==> src/hw/rtl/perceptron_trainer_macros.svh <==
// Assertion macros for the perceptron trainer RTL.
// Included by the modules that carry concurrent assertions; no dependencies.
`ifndef PERCEPTRON_TRAINER_MACROS_SVH
`define PERCEPTRON_TRAINER_MACROS_SVH

// Same-cycle implication, disabled during reset.
`define PT_ASSERT_IMP(lbl, clk, rst, ante, cons, msg) \
   lbl: assert property (@(posedge clk) disable iff (rst) (ante) |-> (cons)) else $error(msg);

// Next-cycle implication, disabled during reset.
`define PT_ASSERT_NXT(lbl, clk, rst, ante, cons, msg) \
   lbl: assert property (@(posedge clk) disable iff (rst) (ante) |=> (cons)) else $error(msg);

`endif

==> src/hw/rtl/pt_pkg.sv <==
// Shared types, constants and helpers of the perceptron trainer.
// No dependencies; the RTL modules and interfaces import it.
package pt_pkg;

   localparam int COORD_W    = 32;
   localparam int W_W        = 48;
   localparam int ACC_W      = 88;
   localparam int IDX_W      = 5;
   localparam int MISS_W     = 11;
   localparam int DIM_W      = 5;
   localparam int RATE_W     = 20;
   localparam int PLIM_W     = 16;
   localparam int CSR_IDX_W  = 2;
   localparam int CSR_DATA_W = 20;

   localparam logic [DIM_W-1:0]  DIM_RESET  = 5'd2;
   localparam logic [RATE_W-1:0] RATE_RESET = 20'd65536;
   localparam logic [PLIM_W-1:0] PLIM_RESET = 16'd100;

   typedef enum logic [CSR_IDX_W-1:0] {
      CSR_DIMENSION     = 2'd0,
      CSR_LEARNING_RATE = 2'd1,
      CSR_PASS_LIMIT    = 2'd2
   } csr_index_type;

   typedef enum logic [1:0] {
      MUL_HOLD,
      MUL_LO,
      MUL_HI,
      MUL_RATE
   } mul_sel_type;

   typedef struct packed {
      logic        clear;
      mul_sel_type sel;
      logic        acc_en;
      logic        neg;
   } mac_ctl_type;

   typedef enum logic [3:0] {
      ST_LOAD,
      ST_INIT,
      ST_EV_START,
      ST_EV_RD,
      ST_EV_LO,
      ST_EV_HI,
      ST_EV_FIN,
      ST_DECIDE,
      ST_UP_RD,
      ST_UP_MUL,
      ST_UP_ADD,
      ST_ADVANCE,
      ST_COUNT_START,
      ST_EMIT
   } state_type;

   // Clamp a sum that grew by one bit back into the weight range.
   function automatic logic signed [W_W-1:0] sat_weight(input logic signed [W_W:0] v);
      logic signed [W_W-1:0] r;
      if (v[W_W] != v[W_W-1]) begin
         r = v[W_W] ? {1'b1, {(W_W-1){1'b0}}} : {1'b0, {(W_W-1){1'b1}}};
      end else begin
         r = v[W_W-1:0];
      end
      return r;
   endfunction

endpackage

==> src/hw/rtl/pt_mac.sv <==
// Shared multiplier and wide accumulator of the perceptron trainer.
// Depends on pt_pkg for widths and the control struct.
module pt_mac import pt_pkg::*; (
   input  logic                      clock,
   input  mac_ctl_type               ctl,
   input  logic signed [W_W-1:0]     weight,
   input  logic signed [COORD_W:0]   x,
   input  logic [RATE_W-1:0]         rate,
   output logic                      acc_neg,
   output logic [2*COORD_W-1:0]      prod
);

   logic [W_W-1:0]           mw;
   logic [COORD_W:0]         mx_full;
   logic [COORD_W-1:0]       mx;
   logic [COORD_W-1:0]       opa;
   logic [2*COORD_W-1:0]     prod_ff, prod_in;
   logic                     hi_ff, hi_in;
   logic                     neg_ff, neg_in;
   logic signed [ACC_W-1:0]  acc_ff, acc_in;
   logic [ACC_W-1:0]         term;

   always_comb begin
      mw      = weight[W_W-1] ? W_W'(-weight) : W_W'(weight);
      mx_full = x[COORD_W] ? (COORD_W+1)'(-x) : (COORD_W+1)'(x);
      mx      = mx_full[COORD_W-1:0];
      unique case (ctl.sel)
         MUL_LO:   opa = mw[COORD_W-1:0];
         MUL_HI:   opa = COORD_W'(mw[W_W-1:COORD_W]);
         MUL_RATE: opa = COORD_W'(rate);
         default:  opa = '0;
      endcase
   end

   always_comb begin
      prod_in = prod_ff;
      hi_in   = hi_ff;
      neg_in  = neg_ff;
      if (ctl.sel != MUL_HOLD) begin
         prod_in = (2*COORD_W)'(opa) * (2*COORD_W)'(mx);
         hi_in   = (ctl.sel == MUL_HI);
         neg_in  = ctl.neg;
      end
      // The upper partial product carries the weight bits above the low word.
      term = hi_ff ? (ACC_W'(prod_ff) << COORD_W) : ACC_W'(prod_ff);
      if (ctl.clear) begin
         acc_in = '0;
      end else if (ctl.acc_en) begin
         acc_in = neg_ff ? (acc_ff - $signed(term)) : (acc_ff + $signed(term));
      end else begin
         acc_in = acc_ff;
      end
   end

   always_ff @(posedge clock) begin
      prod_ff <= prod_in;
      hi_ff   <= hi_in;
      neg_ff  <= neg_in;
      acc_ff  <= acc_in;
   end

   assign acc_neg = acc_ff[ACC_W-1];
   assign prod    = prod_ff;

endmodule

==> config.mk <==
export PLATFORM = sky130hd
export DESIGN_NAME = pt_mac
export DESIGN_NICKNAME = d
export VERILOG_FILES = /design/src/hw/rtl/perceptron_trainer_macros.svh /design/src/hw/rtl/pt_pkg.sv /design/src/hw/rtl/pt_mac.sv
export SDC_FILE = /design/constraint.sdc
export NUM_CORES = 2
export LEC_CHECK = 0
export CORE_AREA = 2 2 434 307
export DETAILED_ROUTE_END_ITERATION = 6
export DIE_AREA = 0 0 436 309
export DONT_BUFFER_PORTS = 1
export SETUP_SLACK_MARGIN = 0.15
export SLEW_MARGIN = 20
export SYNTH_ARGS = -nofsm -noshare
export SYNTH_HDL_FRONTEND = slang
export SYNTH_SLANG_ARGS = --single-unit
export TNS_END_PERCENT = 50
==> constraint.sdc <==
create_clock -name clock -period 12.7 [get_ports clock]
set_clock_uncertainty 0.15 [all_clocks]
set_input_delay 2.54 -clock clock [delete_from_list [all_inputs] [get_ports clock]]
set_output_delay 2.54 -clock clock [all_outputs]
set_load 0.02 [all_outputs]
==> impl_metrics.prom <==
# TYPE chip_impl_metric gauge
chip_impl_metric{name="period_minus_slack",unit="ps"} 12180
chip_impl_metric{name="finalMaxSlewViolations",unit=""} 0
chip_impl_metric{name="synth_largest_type_area_fraction",unit="%"} 37.49
chip_impl_metric{name="drc",unit=""} 0
chip_impl_metric{name="grt_util_all_layers",unit="%"} 27.31
chip_impl_metric{name="drt-total-wl",unit="µm"} 184400
chip_impl_metric{name="setup-violations-final",unit=""} 0
chip_impl_metric{name="design.portCount",unit=""} 172
chip_impl_metric{name="cts-htree-levels",unit=""} 4
chip_impl_info{name="outcome",value="finished clean"} 1
chip_impl_info{name="postSynth.topFlopCell",value="dfxtp_1"} 1
chip_impl_info{name="worst_setup_path_end_kind",value="register"} 1
chip_impl_metric{name="synth_seq_cells",unit=""} 154
chip_impl_metric{name="grt_pass1_wl",unit="µm"} 274200
chip_impl_info{name="layout.cells.most_common",value="inv_1"} 1
chip_impl_info{name="clk_root_buffer_cell",value="clkbuf_16"} 1
chip_impl_metric{name="gpl.final_weighted_congestion",unit=""} 1.037
chip_impl_metric{name="synth.avg_cell_area",unit="µm²"} 8.277
chip_impl_metric{name="clock_latency_late_sink",unit="ps"} 520
chip_impl_metric{name="clock_path_buffers",unit=""} 3
chip_impl_metric{name="setup-tns-final",unit="ps"} 0
chip_impl_metric{name="required",unit="ps"} 12810
chip_impl_metric{name="final-hold-violation-count",unit=""} 0
chip_impl_metric{name="clk_pin_slew",unit="ps"} 70
chip_impl_metric{name="first_global_vias",unit=""} 42020
chip_impl_metric{name="max_stage_delay",unit="ps"} 570
chip_impl_metric{name="cts_hold_buf",unit=""} 0
chip_impl_metric{name="yosysWarningCount",unit=""} 0
chip_impl_metric{name="hold-path-cell-count",unit=""} 2
chip_impl_metric{name="dieArea",unit="mm²"} 0.1347
chip_impl_metric{name="area.growth.synth_to_final",unit="%"} 10.98
chip_impl_metric{name="initial_core_util",unit="%"} 36.77
chip_impl_info{name="rr_endpoint",value="acc_ff[78]"} 1
chip_impl_info{name="hold_path_end",value="acc_ff[47]"} 1
chip_impl_metric{name="synth_edf_count",unit=""} 66
chip_impl_metric{name="drtAntennaViolNets",unit=""} 0
chip_impl_metric{name="grt_max_degree",unit=""} 74
chip_impl_metric{name="seq_area",unit="mm²"} 0.003744
chip_impl_metric{name="final.period_utilization",unit="%"} 95.88
chip_impl_metric{name="drt_iter0_markers",unit=""} 4021
chip_impl_info{name="yosysTopAreaCell",value="fa_1"} 1
chip_impl_metric{name="numClockSinks",unit=""} 154
chip_impl_metric{name="critical_path.max_fanout",unit=""} 7
chip_impl_metric{name="arrival",unit="ps"} 12280
chip_impl_metric{name="synth_async_sr_flop_share",unit="%"} 0
chip_impl_metric{name="antenna_found_initial",unit=""} 15
chip_impl_info{name="crit_slowest_cell",value="or4_4"} 1
chip_impl_info{name="tritoncts",value="built"} 1
chip_impl_info{name="crit_type",value="in -> reg"} 1
chip_impl_metric{name="multiInputGateArea",unit="mm²"} 0.03949
chip_impl_metric{name="dieHeight",unit="µm"} 309
chip_impl_metric{name="post_drt_via_cell_ratio",unit=""} 5.486
chip_impl_info{name="hp-start",value="acc_ff[47]"} 1
chip_impl_info{name="most-common-layout-cells",value="1022 x inv_1, 897 x fa_1, 816 x nand2_1, 631 x nor2_1, 374 x buf_4"} 1
chip_impl_info{name="holdCritPathClass",value="reg -> reg"} 1
chip_impl_metric{name="drt_first_pass_iters",unit=""} 6
chip_impl_info{name="grt_setup_unrepaired",value="true"} 1
chip_impl_metric{name="synth_cell_types",unit=""} 92
chip_impl_metric{name="worst_slew_margin_rel",unit="%"} 22.88
chip_impl_metric{name="fp.coreArea",unit="mm²"} 0.1303
chip_impl_metric{name="synth.net_count",unit=""} 7144
chip_impl_metric{name="worstMarginPinSlew",unit="ps"} 1151
chip_impl_metric{name="cts-buffers-inserted",unit=""} 25
chip_impl_info{name="critPathMostFrequentCell",value="fa_1"} 1
chip_impl_info{name="r2r-start",value="prod[8]"} 1
chip_impl_info{name="setup.worst_path.start_class",value="input port"} 1
chip_impl_metric{name="fill_cells",unit=""} 13280
chip_impl_info{name="yosys-top-cells-area",value="fa_1 37%, ha_1 9.2%, inv_1 8.0%"} 1
chip_impl_metric{name="syn-instance-count",unit=""} 5787
chip_impl_metric{name="dr_total_vias",unit=""} 42200
chip_impl_metric{name="synth-seq-area-share",unit="%"} 7.816
chip_impl_metric{name="finish.net_count",unit=""} 7282
chip_impl_metric{name="maxClockFrequency",unit="MHz"} 82.13
chip_impl_metric{name="routedWlPerCell",unit="µm"} 23.97
chip_impl_metric{name="layout-drive-gt1-share",unit="%"} 8.430
chip_impl_metric{name="placement.io_buffers",unit=""} 0
chip_impl_metric{name="r2r_cells",unit=""} 23
chip_impl_metric{name="dieWidth",unit="µm"} 436
chip_impl_metric{name="grt_remaining_overflow",unit=""} 0
chip_impl_metric{name="dp_hpwl",unit="µm"} 157600
chip_impl_metric{name="placementRows",unit=""} 111
chip_impl_metric{name="cap_viol_max_count",unit=""} 0
chip_impl_metric{name="ff2ff_setup_slack",unit="ps"} 4490
chip_impl_metric{name="post_synth_instance_area",unit="mm²"} 0.04790
==> worst max path at each step <==
stage,startpoint,endpoint,depth (start not counted)
after floorplan,weight[38],prod[61],38
after global placement,weight[10],prod[62],35
after detailed placement,weight[10],prod[61],39
after CTS,weight[10],prod[61],39
after global routing,weight[10],prod[61],42
final,weight[10],prod[61],39
==> cell families (layout without fill, tap and decap cells) <==
kind of cell               count (synthesis)  in the layout  share of synthesized area, %
DFF                                      154            154                         7.816
adders and majority gates               1250           1250                         46.71
and+or+nand+nor                         1869           1869                         16.78
AOI/OAI and AO/OA                        836            836                         11.31
xor gates and xnor gates                 303            303                         5.556
muxes                                     70             70                         1.465
buffers and inverters                   1305           1449                         10.36
other                                      0             10                             0
==> flip-flops by register name, summed over array words and instances, names as in the netlist <==
signal	count
prod	64
neg_ff	1
acc_ff	88
hi_ff	1
==> layout make-up <==
type	instances	share of cell area, %
tap	1751	4.121
clock buffer	29	1.224
timing repair buffer	394	5.986
clock inverter	4	0.08003
inverter	1022	7.217
sequential	154	7.042
multi-input combinational	4328	74.28
antenna	10	0.04708
==> synthesized netlist by cell type (41+ instances only) <==
master and number:
inv_1 1022, fa_1 897, nand2_1 817, nor2_1 642
ha_1 353, a21oi_1 251, clkbuf_1 228, xor2_1 166
o21ai_0 157, xnor2_1 136, dfxtp_1 88, a21o_1 85
nor3_1 77, mux2i_1 69, edfxtp_1 66, nand3_1 60
nand4_1 43, o21a_1 41
==> repair_timing <==
item | CTS | global route
gates resized for setup | 0 | 13
setup endpoints to repair | 0 | 15
setup buffers | 0 | 0
hold endpoints to repair | 0 | 0
==> worst max-delay path, delay by kind of cell <==
| kind | cells | cell delay (ps) |
|---|---|---|
| simple gates | 8 | 2120 |
| compound gates | 11 | 2710 |
| buf+inv | 9 | 920 |
| xor+xnor | 2 | 250 |
| fa+ha+maj | 9 | 3730 |
==> per-layer routing <==
metal	share of wire (%)	GRT usage (%)	wire length, µm	vias up
li1	-	-	-	18500
met1	43	38.80	79600	21260
met2	41	38.73	75260	2129
met3	12	8.488	21570	301
met4	4.2	9.922	7823	6
met5	0.066	0.4909	122	-
==> through the flow <==
stage | area (µm²) | std cells | utilization (%) | worst slack (ps) | hold WS [ps]
final | 53160 | 7692 | 40.80 | 523.5 | 312.2
after global routing | 53150 | 7688 | 40.80 | 34.05 | 327.7
after CTS | 53080 | 7682 | 40.75 | 238.4 | 312.0
after detailed placement | 52390 | 7649 | 40.22 | -246.9 | 303.1
after global placement | 52390 | 7649 | 40.22 | -104.3 | 299.0
after floorplan | 47900 | 5787 | - | 347.7 | 281.8
Power is left out: the tool's default activity adds up to more than one toggle a clock period on the data nets, which glitch-free logic cannot reach.
